$ cat src/design/rse_pkg.sv
// rse_pkg: field constants, generator coefficients and gf(2^8) helpers
// for the reed-solomon encoder; no dependencies
`timescale 1ns / 1ps

package rse_pkg;

	// number of check symbols and field polynomial (with the x^8 term)
	localparam int CHECK_COUNT = 16;
	localparam logic [8:0] FIELD_POLY = 9'd285;
	localparam int CNT_W = $clog2(CHECK_COUNT);

	typedef logic [7:0] sym_t;
	typedef logic [CHECK_COUNT:0][7:0] gen_t;

	// one absorb transaction into the check register
	typedef struct packed {
		logic en;
		logic clear;
		sym_t sym;
	} absorb_t;

	// multiply two field elements, shift-and-add with reduction
	function automatic sym_t gf_mul(sym_t a, sym_t b);
		logic [8:0] x;
		sym_t acc;
		x = {1'b0, a};
		acc = '0;
		for (int i = 0; i < 8; i++) begin
			if (b[i]) begin
				acc = acc ^ x[7:0];
			end
			x = {x[7:0], 1'b0};
			if (x[8]) begin
				x = x ^ FIELD_POLY;
			end
		end
		return acc;
	endfunction

	// generator product of (x + alpha^i), i = 1..CHECK_COUNT; evaluated at elaboration
	function automatic gen_t build_generator();
		gen_t g;
		sym_t root;
		g = '0;
		g[0] = 8'd1;
		root = 8'd1;
		for (int i = 1; i <= CHECK_COUNT; i++) begin
			root = gf_mul(root, 8'd2);
			for (int j = i; j > 0; j--) begin
				g[j] = g[j-1] ^ gf_mul(g[j], root);
			end
			g[0] = gf_mul(g[0], root);
		end
		return g;
	endfunction

	localparam gen_t GEN_COEF = build_generator();

endpackage

$ cat src/design/rse_lfsr.sv
// rse_lfsr: check-symbol register with constant-multiplier feedback
// depends on rse_pkg
`timescale 1ns / 1ps

module rse_lfsr (
	input  logic                      clk,
	input  logic                      arst_n,
	input  rse_pkg::absorb_t          absorb,
	input  logic [rse_pkg::CNT_W-1:0] rd_idx,
	output rse_pkg::sym_t             rd_data
);

	rse_pkg::sym_t stage_q [rse_pkg::CHECK_COUNT];
	rse_pkg::sym_t base    [rse_pkg::CHECK_COUNT];
	rse_pkg::sym_t stage_d [rse_pkg::CHECK_COUNT];
	rse_pkg::sym_t fb;

	// first flag clears before absorbing; feedback from the oldest stage
	always_comb begin
		for (int i = 0; i < rse_pkg::CHECK_COUNT; i++) begin
			base[i] = absorb.clear ? '0 : stage_q[i];
		end
		fb = absorb.sym ^ base[0];
		for (int i = 0; i < rse_pkg::CHECK_COUNT - 1; i++) begin
			stage_d[i] = base[i+1] ^
				rse_pkg::gf_mul(rse_pkg::GEN_COEF[rse_pkg::CHECK_COUNT-1-i], fb);
		end
		stage_d[rse_pkg::CHECK_COUNT-1] = rse_pkg::gf_mul(rse_pkg::GEN_COEF[0], fb);
	end

	// stage register, zero after reset
	always_ff @(posedge clk or negedge arst_n) begin
		if (!arst_n) begin
			for (int i = 0; i < rse_pkg::CHECK_COUNT; i++) begin
				stage_q[i] <= '0;
			end
		end else if (absorb.en) begin
			stage_q <= stage_d;
		end
	end

	// read port for check emission
	assign rd_data = stage_q[rd_idx];

endmodule

$ cat src/design/rs_systematic_encoder_top.sv
// rs_systematic_encoder_top: systematic reed-solomon encoder over gf(2^8)
// depends on rse_pkg and rse_lfsr
`timescale 1ns / 1ps
//
//  channel   handshake                  payload
//  data      data_valid / data_ready    data_symbol, first_symbol, last_symbol
//  result    result_valid / result_ready out_symbol, is_check, end_of_run
//
// one data symbol is absorbed per cycle while data_ready is high; its echo sits in
// the result register the next cycle. a symbol with the last flag is followed by
// CHECK_COUNT check transactions, one per cycle while the result is not stalled,
// read from the check register; data_ready is low until the final check is loaded.
// reset clears the check stages and the result valid flag. a stalled result
// holds its value; a new symbol is taken while the result is being taken.

module rs_systematic_encoder_top (
	input  logic       clk,
	input  logic       arst_n,
	input  logic       data_valid,
	output logic       data_ready,
	input  logic [7:0] data_symbol,
	input  logic       first_symbol,
	input  logic       last_symbol,
	output logic       result_valid,
	input  logic       result_ready,
	output logic [7:0] out_symbol,
	output logic       is_check,
	output logic       end_of_run
);

	logic                      out_valid_q;
	rse_pkg::sym_t             out_symbol_q;
	logic                      is_check_q;
	logic                      end_q;
	logic                      emitting_q;
	logic [rse_pkg::CNT_W-1:0] emit_cnt_q;
	logic                      advance;
	logic                      accept;
	logic                      last_check;
	rse_pkg::absorb_t          absorb;
	rse_pkg::sym_t             check_sym;

	// result register free or being emptied this cycle
	assign advance    = !out_valid_q || result_ready;
	assign data_ready = !emitting_q && advance;
	assign accept     = data_valid && data_ready;
	assign last_check = emit_cnt_q == rse_pkg::CNT_W'(rse_pkg::CHECK_COUNT - 1);

	assign absorb.en    = accept;
	assign absorb.clear = first_symbol;
	assign absorb.sym   = data_symbol;

	rse_lfsr u_lfsr (
		.clk     (clk),
		.arst_n  (arst_n),
		.absorb  (absorb),
		.rd_idx  (emit_cnt_q),
		.rd_data (check_sym)
	);

	// emission control
	always_ff @(posedge clk or negedge arst_n) begin
		if (!arst_n) begin
			out_valid_q <= 1'b0;
			emitting_q  <= 1'b0;
			emit_cnt_q  <= '0;
		end else if (emitting_q && advance) begin
			out_valid_q <= 1'b1;
			if (last_check) begin
				emitting_q <= 1'b0;
				emit_cnt_q <= '0;
			end else begin
				emit_cnt_q <= emit_cnt_q + rse_pkg::CNT_W'(1);
			end
		end else if (accept) begin
			out_valid_q <= 1'b1;
			emitting_q  <= last_symbol;
			emit_cnt_q  <= '0;
		end else if (advance) begin
			out_valid_q <= 1'b0;
		end
	end

	// result payload: a check symbol or the echoed data symbol
	always_ff @(posedge clk) begin
		if (emitting_q && advance) begin
			out_symbol_q <= check_sym;
			is_check_q   <= 1'b1;
			end_q        <= last_check;
		end else if (accept) begin
			out_symbol_q <= data_symbol;
			is_check_q   <= 1'b0;
			end_q        <= !last_symbol;
		end
	end

	assign result_valid = out_valid_q;
	assign out_symbol   = out_symbol_q;
	assign is_check     = is_check_q;
	assign end_of_run   = end_q;

endmodule

$ cat config.mk
export PLATFORM = sky130hd
export DESIGN_NAME = rs_systematic_encoder_top
export DESIGN_NICKNAME = d
export VERILOG_FILES = /design/src/design/rse_pkg.sv /design/src/design/rse_lfsr.sv /design/src/design/rs_systematic_encoder_top.sv
export SDC_FILE = /design/constraint.sdc
export NUM_CORES = 1
export LEC_CHECK = 0
export BUFFER_PORTS_ARGS = -buffer_cell sky130_fd_sc_hd__buf_4
export CAP_MARGIN = 20
export CORE_ASPECT_RATIO = 1.2
export CORE_UTILIZATION = 36
export DETAILED_ROUTE_END_ITERATION = 8
export HOLD_SLACK_MARGIN = 0.06
export PLACE_DENSITY = 0.59
export SYNTH_ARGS = -nofsm -noshare
export SYNTH_HDL_FRONTEND = slang
export SYNTH_SLANG_ARGS = --single-unit
$ cat constraint.sdc
create_clock -name clk -period 3.5 [get_ports clk]
set_input_delay 0.7 -clock clk [delete_from_list [all_inputs] [get_ports clk]]
set_output_delay 0.7 -clock clk [all_outputs]
set_load 0.02 [all_outputs]
; Yosys cells after proc, flatten, opt, wreduce, memory -nomap -nowiden
; Index checks and enable logic that the tools add are counted.
[word_totals]
ff_bits = 144
in_bits = 14
out_inout_bits = 12
[classes]
add_sub_neg = 1
order_cmp = 1
n_eq_ne = 2
mux = 160
n_bitwise = 129
reduce_logical = 10
[op_table]
columns = operator, n
row1 = $mux 8, 86
row2 = $mux 7, 33
row3 = $not 5->5, 29
row4 = $xor 8x8->8, 16
row5 = $mux 6, 17
row6 = $not 4->4, 19
row7 = $not 6->6, 12
row8 = $not 3->3, 21
row9 = $mux 5, 9
row10 = $not 4->5, 7
row11 = $not 7->7, 5
row12 = $bmux 8 s4, 1
row13 = $not 2->3, 10
row14 = $mux 4, 5
row15 = $not 2->2, 6
row16 = $mux 1, 8
row17 = $not 1->2, 3
row18 = $not 5->6, 1
row19 = $ge 5x5->1 const B, 1
row20 = $add 4x1->4 const B, 1
row21 = $eq 4x4->1 const B, 1
row22 = $logic_and 1x1->1, 3
row23 = $logic_not 1->1, 3
row24 = $mux 3, 1
row25 = other kinds (5), 5

; Longest topological paths before layout
; Gate-level depths: netlist (run 1).
[depth]
depth_word = 18
ltp_mapped = 8
depth_no_buf = 6

; By module
; A second synthesis (run 1) with hierarchy kept.
[unflattened]
hier_cells = 915
hier_area_um2 = 11656.2
[modules_own_cells]
columns = module, instances, cells_per_inst, area_per_inst_um2, seq_area_each_um2
row1 = rse_lfsr, 1, 857, 10887.9, 3203.1
row2 = rs_systematic_encoder_top, 1, 58, 768.2, 440.4

; Least setup slack after synthesis (run 1)
; Ideal clock, no wire load.
[synth_path]
path_kind = input -> register
startpoint = in data_symbol[5]
endpoint = reg u_lfsr.stage_q[122] (netlist name)
t_arrival_ns = 2.366
required_ns = 3.371
slack_ns = 1.006
cell_stages = 6
path_buffers = 1
cell_sequence = clkbuf_1 > xor2_1 > xnor2_1 > xnor3_1 > xnor2_1 > o21ai_1
[synth_between]
elab_chain_len = 7
[synth_lines]
columns = item, line
row1 = start: declaration, rs_systematic_encoder_top.sv:21  ; input logic [7:0] data_symbol,
row2 = $xor 8x8->8 (*), rse_lfsr.sv:23  ; fb = absorb.sym ^ base[0];
row3 = $mux 7 (*), rse_pkg.sv:29  ; if (b[i]) begin
row4 = $not 4->4 (no line), --
row5 = $mux 8 (*), rse_pkg.sv:29
row6 = $not 3->3 (no line), --
row7 = $mux 8 (*), rse_pkg.sv:29
row8 = $xor 8x8->8 (*), rse_lfsr.sv:25  ; stage_d[i] = base[i+1] ^
row9 = end signal: assignment, rse_lfsr.sv:38  ; stage_q <= stage_d;
row10 = end: declaration, rse_lfsr.sv:13  ; rse_pkg::sym_t stage_q [rse_pkg::CHECK_COUNT];
; Every way passes the cells marked *; elsewhere a longest branch is shown, timed or not.
; A chain may end at the register's enable or synchronous reset.

; Final worst setup path (run 1)
[layout_path]
startpoint = reg emit_cnt_q[0] (netlist name)
endpoint = reg out_symbol_q[1] (netlist: out_symbol[1]), data pin
[layout_between]
elab_chain_len = 5
[layout_lines]
columns = item, line
row1 = start: declaration, rs_systematic_encoder_top.sv:36  ; logic [rse_pkg::CNT_W-1:0] emit_cnt_q;
row2 = start signal: assignment, rs_systematic_encoder_top.sv:73  ; emit_cnt_q <= emit_cnt_q + rse_pkg::CNT_W'(1);
row3 = $not 4->5 (implied by the code), rse_lfsr.sv:43  ; assign rd_data = stage_q[rd_idx];
row4 = $bmux 8 s4, rse_lfsr.sv:43
row5 = $mux 8 (implied by the code) (2 in a row), rse_lfsr.sv:43
row6 = $mux 8, rs_systematic_encoder_top.sv:86  ; if (emitting_q && advance) begin
row7 = end signal: assignment, rs_systematic_encoder_top.sv:87  ; out_symbol_q <= check_sym;
row8 = end signal: assignment, rs_systematic_encoder_top.sv:91  ; out_symbol_q <= data_symbol;
row9 = end: declaration, rs_systematic_encoder_top.sv:32  ; rse_pkg::sym_t out_symbol_q;
; Every way passes these cells. The select of a mux whose other input is x is not followed.

==> impl_metrics.json, run 1 <==
{
  "cts_resized": 0,
  "clkTransAtPathRegs_ns": 0.06,
  "die_y_um": 183,
  "max_freq_mhz": 378,
  "slew_headroom": 0.284,
  "wl_per_cell_um": 20.8,
  "path_max_fanout": 14,
  "fp.dieW_um": 153,
  "worstSkewPairLatency_ns": 0.44,
  "grt.total_usage": 0.210,
  "grt_setup_unrepaired": "false",
  "drv_slew": 0,
  "start_kind": "flip-flop",
  "yosys_warnings": 0,
  "cp.required_ns": 3.62,
  "post-dp-hpwl_mm": 19.8,
  "p_leak_nw": 4.46,
  "layout_commonest_cell": "xnor2_1",
  "rows": 65,
  "fin_crit_sh": 0.757,
  "endpoint_kind": "flip-flop",
  "vias": 6962,
  "hold_violations": 0,
  "reg2reg_from": "emit_cnt_q[0]",
  "rr_endpoint": "out_symbol[1]",
  "numCtsBuffers": 17,
  "cp_cell_sequence": "mux4_2 > a22o_1 > a221oi_1 > o21ai_0",
  "outcome": "complete, no violations",
  "synth_seq_area_share": 0.370,
  "ios": 26,
  "fin_tns_setup_ns": 0,
  "layout.nets": 1011,
  "p_per_area_mw_per_mm2": 1140,
  "criticalPathCategory": "flip-flop to flip-flop",
  "synthCells": 984,
  "critPathArrivalTime_ns": 2.76,
  "drt_iter0_drc": 562,
  "grt_overflow": 0,
  "firstDrtPassIters": 5,
  "grt_pass1_vias": 6731,
  "maxCapViolations": 0,
  "p_total_mw": 12.7,
  "finalSetupViolCount": 0,
  "layout_min_cycle_time_ns": 2.65,
  "cpPeakStageDelay_ns": 0.73,
  "synth_seq_cells": 144,
  "cts_sinks": 144,
  "cts_tree": "built",
  "tightest_slew_ns": 1.07,
  "hp-class": "primary input to async pin",
  "clock_path_buffers": 2,
  "critPathTopFamily": "compound AO/OA/AOI/OAI gates",
  "syn2layout_area_growth_pct": 13.1,
  "antenna_found_initial": 0,
  "coreArea_sq_mm": 0.0266,
  "r2r_slack_ns": 0.85,
  "cpMaxStageDelayCell": "dfrtp_2",
  "cp_num_buf_inv": 0,
  "h-tree-depth": 4,
  "drc": 0,
  "cts_setup_buffers": 0,
  "grt_pass1_wl_mm": 43.1,
  "syn_avg_cell_area_sq_um": 10.0,
  "ant_nets": 0,
  "final_cell_mix": "230 x xnor2_1, 138 x nand2_1, 132 x dfrtp_1",
  "routed_wl_mm": 27.9,
  "root_buffer": "clkbuf_16",
  "finClkSkew_ns": 0.0104,
  "synth_area_sq_mm": 0.00985,
  "drive_above_1_share": 0.156,
  "viasPerCell": 5.18,
  "yosys.cell_types.count": 37,
  "cts_hold_buffers": 0,
  "grt_max_degree": 80,
  "layout_setup_ws_ns": 0.851,
  "dp_slack_ns": 0.537,
  "vdd_ir_drop_max_uv": 498,
  "gp_congestion": 0.873,
  "r2r_cells": 4,
  "dieArea_sq_mm": 0.0280,
  "start_util": 0.370,
  "portBuffers": 25,
  "diodes": 0,
  "final.fill_count": 2550,
  "syn-num-nets": 999
}
-- worst max path at each step --
stage	startpoint	to	slack, ns	cells past startpoint
floorplan	data_symbol[5]	u_lfsr.stage_q[122]	1.01	6
global placement	first_symbol	u_lfsr.stage_q[122]	0.54	8
detailed placement	first_symbol	u_lfsr.stage_q[93]	0.54	10
CTS	emit_cnt_q[0]	out_symbol[1]	0.89	4
global route	emit_cnt_q[0]	out_symbol[3]	0.77	5
finish	emit_cnt_q[0]	out_symbol[1]	0.85	4
-- per-layer routing --
layer / GRT usage / vias up / wire length [um]
li1: - / 3254 / -
met5: 0 / - / 0
met4: 0.0816 / 0 / 750
met3: 0.0359 / 45 / 1350
met1: 0.278 / 3448 / 12300
met2: 0.343 / 215 / 13500
-- flip-flops by register name (all words and copies together), names as in the netlist --
name	count
emit_cnt_q	4
emitting_q	1
end_of_run	1
is_check	1
out_symbol	8
result_valid	1
u_lfsr.stage_q	128
-- Yosys cell counts, drive strengths merged --
master / instances / area (sq um)
a22o: 8 / 70.1
mux2: 5 / 56.3
nand3: 2 / 10.0
nand2: 139 / 522
mux4: 32 / 721
a21o: 1 / 7.51
nor2: 19 / 78.8
a31oi: 2 / 12.5
xnor3: 10 / 225
xor2: 22 / 238
o21ai: 137 / 686
xnor2: 241 / 2250
and2b: 1 / 7.51
clkbuf: 49 / 184
ha: 1 / 12.5
a21oi: 2 / 10.0
edfxtp: 9 / 270
and2: 2 / 12.5
nor2b: 48 / 305
dfxtp: 1 / 20.0
a41oi: 1 / 8.76
nand2b: 81 / 507
xor3: 3 / 72.6
inv: 1 / 3.75
a221oi: 8 / 70.1
dfrtp: 134 / 3350
buf: 25 / 135
-- cells by family (layout without fill, tap and decap cells) --
kind of cell               count (synthesis)  in the layout  share of synthesized area
AOI/OAI and AO/OA                        159            159                     0.0878
DFF                                      144            144                      0.370
buffers and inverters                     75            100                     0.0328
and+or+nand+nor                          292            292                      0.146
adders and majority gates                  1              1                    0.00127
xor gates and xnor gates                 276            276                      0.283
muxes                                     37             37                     0.0789
-- area by class of cell --
type / count / area (sq um) / area share
flip-flops and latches: 144 / 3650 / 0.327
well taps: 335 / 419 / 0.0376
repair buffers: 67 / 569 / 0.0511
inverters: 1 / 3.75 / 0.000337
clock buffers: 20 / 467 / 0.0419
clock inverters: 12 / 133 / 0.0119
multi-input cells: 765 / 5900 / 0.530
-- per-stage QoR --
stage / area, sq um / hold WS, ns / std cells / util
after floorplan: 9850 / 0.404 / 984 / -
after global placement: 10500 / 0.437 / 1312 / 0.396
after detailed placement: 10500 / 0.447 / 1312 / 0.396
after CTS: 11100 / 0.323 / 1344 / 0.419
after global routing: 11100 / 0.334 / 1344 / 0.419
final: 11100 / 0.286 / 1344 / 0.419
-- power by group --
group          leakage, nW  internal, mW  switching, mW  total, mW
clock network        0.289          1.11          0.771       1.88
logic                 2.41          3.74           3.83       7.57
registers             1.76          2.46          0.803       3.26
No activity file was read; power rests on OpenSTA's default activity.
==> run 2, diff against run 1 <==
--- a/config.mk
+++ b/config.mk
@@ -11,7 +11,7 @@
 export CORE_UTILIZATION = 36
 export DETAILED_ROUTE_END_ITERATION = 8
 export HOLD_SLACK_MARGIN = 0.06
-export PLACE_DENSITY = 0.59
+export PLACE_DENSITY = 0.61
 export SYNTH_ARGS = -nofsm -noshare
 export SYNTH_HDL_FRONTEND = slang
 export SYNTH_SLANG_ARGS = --single-unit
==> constraint.sdc (replaced) <==
create_clock -name clk -period 2.4 [get_ports clk]
set_input_delay 0.48 -clock clk [delete_from_list [all_inputs] [get_ports clk]]
set_output_delay 0.48 -clock clk [all_outputs]
set_load 0.02 [all_outputs]
==> run 2 against run 1 <==
Utilization is 2.3 points higher; sequential power is 43% higher; clock power is 49% higher; critical path type unchanged; first-iteration DRC count is 13% lower; wire length is 4.3% higher; global-route usage is 1.1 points higher; count of clock-buffer cells in the layout is 4 higher; largest cell class unchanged.
==> impl_metrics.json, run 2 (synthesis results as in run 1) <==
{
  "outcome": "complete, no violations",
  "power_frac_clock": 0.143,
  "critPathArrivalTime_ns": 2.61,
  "clkTransAtPathRegs_ns": 0.06,
  "grt_overflow": 0,
  "maxCapViolations": 0,
  "p_leak_nw": 4.81,
  "grt_max_degree": 62,
  "portBuffers": 25,
  "gp_congestion": 0.904,
  "final_cell_mix": "229 x xnor2_1, 138 x nand2_1, 132 x dfrtp_1",
  "max_freq_mhz": 433,
  "die_y_um": 183,
  "coreArea_sq_mm": 0.0266,
  "cts_sinks": 144,
  "firstDrtPassIters": 7,
  "pwr-share-comb": 0.621,
  "drive_above_1_share": 0.204,
  "path_depth": 7,
  "cp_cell_sequence": "nor2b_1 > xnor2_2 > xnor3_1 > xnor2_2 > buf_4 > xnor2_1 > o21ai_0",
  "finalSetupViolCount": 0,
  "largest_reg_flops": 128,
  "grt_pass1_vias": 7269,
  "diodes": 0,
  "dp_slack_ns": -0.173,
  "layout_commonest_cell": "xnor2_1",
  "tightest_slew_ns": 0.929,
  "met1_usage": 0.286,
  "grt_setup_unrepaired": "false",
  "endpoint_kind": "flip-flop",
  "drv_slew": 0,
  "start_util": 0.370,
  "crit_top_cell": "xnor2_2",
  "finClkSkew_ns": 0.00956,
  "layout_setup_ws_ns": 0.0912,
  "ant_nets": 0,
  "criticalPathCategory": "flip-flop to flip-flop",
  "layout.nets": 1073,
  "fin_tns_setup_ns": 0,
  "use_met2": 0.364,
  "cp_num_buf_inv": 1,
  "hold_depth": 2,
  "vdd_ir_drop_max_uv": 690,
  "cts_tree": "built",
  "h-tree-depth": 4,
  "root_buffer": "clkbuf_16",
  "p_per_area_mw_per_mm2": 1680,
  "vias": 7237,
  "routed_wl_mm": 29.1,
  "dieArea_sq_mm": 0.0280,
  "cp.required_ns": 2.70,
  "grt_pass1_wl_mm": 45.2,
  "ios": 26,
  "layout_min_cycle_time_ns": 2.31,
  "use_met3": 0.0312,
  "rows": 65,
  "grt.total_usage": 0.221,
  "numCtsBuffers": 17,
  "drt_iter0_drc": 488,
  "dpl_cell_area_sq_mm": 0.0111,
  "clock_path_buffers": 2,
  "critPathTopFamily": "XOR/XNOR gates",
  "viasPerCell": 5.15,
  "stdcell_area_sq_mm": 0.0118,
  "fp.dieW_um": 153,
  "wl_per_cell_um": 20.7,
  "antenna_found_initial": 0,
  "worstSkewPairLatency_ns": 0.43,
  "p_total_mw": 19.7,
  "internal_power_mw": 11.6,
  "r2r_cells": 7,
  "cpPeakStageDelay_ns": 0.55,
  "slew_headroom": 0.378,
  "top_register": "u_lfsr.stage_q",
  "p_sw_frac": 0.410,
  "seqPwrFrac": 0.237,
  "fin_crit_sh": 0.962,
  "path_max_fanout": 5,
  "post-dp-hpwl_mm": 21.2,
  "grt_most_used_layer": "met2",
  "drc": 0,
  "p_switching_mw": 8.09,
  "hp-class": "primary input to flip-flop",
  "cpMaxStageDelayCell": "xnor3_1",
  "start_kind": "flip-flop",
  "hold_violations": 0,
  "syn2layout_area_growth_pct": 19.4
}
[run 2: cell count changes in the layout (fill, tap and decap cells not counted), sizes merged]
cell / delta
buf: +61
bufinv: +1
clkbuf: +4
clkinv: -3
clkinvlp: -1
dlygate4sd3: +1
inv: -1
[run 2: metal layers]
| metal | vias to the layer above | routed length (um) |
|---|---|---|
| met5 | - | 0 |
| met4 | 0 | 1240 |
| met3 | 61 | 1290 |
| met2 | 208 | 14100 |
| met1 | 3603 | 12500 |
| li1 | 3365 | - |
[run 2: power by group through the flow]
stage	Clock [mW]	Combinational (mW)	Sequential [mW]
2_1_floorplan	0	8.30	4.22
3_3_place_gp	0	12.0	4.66
3_5_place_dp	0	12.1	4.67
4_1_cts	2.84	12.2	4.65
5_1_grt	2.95	13.1	4.82
6_report	2.81	12.2	4.67
[run 2: cell type report]
type                            count  area [sq um]
Clock inverter                      8           128
Clock buffer                       24           482
Sequential cell                   144          3650
Tap cell                          335           419
Fill cell                        2475         14800
Timing Repair Buffer              129          1150
Multi-Input combinational cell    765          5930
Inverter                            1          3.75
[run 2: timing repair]
| item | in CTS | in global routing |
|---|---|---|
| pin swaps | 0 | 0 |
| endpoints found under the setup margin | 2 | 5 |
| buffers inserted | 0 | 0 |
| gates cloned | 0 | 0 |
| hold buffers | 1 | 0 |
| endpoints found under the hold margin | 35 | 0 |
| resized for setup | 1 | 3 |
[run 2: worst paths after layout]
kind                                      from                  end  slack (ns)
min in group asynchronous               arst_n  u_lfsr.stage_q[103]        0.57
hold reg to reg                       is_check             is_check        0.45
hold / removal                      data_valid         result_valid        0.29
max in group asynchronous               arst_n   u_lfsr.stage_q[11]        1.08
setup reg to reg           u_lfsr.stage_q[120]  u_lfsr.stage_q[110]        0.09
setup / recovery           u_lfsr.stage_q[120]  u_lfsr.stage_q[110]        0.09
[run 2: per-stage QoR]
stage	utilization	hold WS (ns)	std cells
floorplan	-	0.184	984
global placement	0.418	0.436	1373
detailed placement	0.418	0.441	1373
CTS	0.441	0.279	1406
global route	0.442	0.314	1406
finish	0.442	0.289	1406
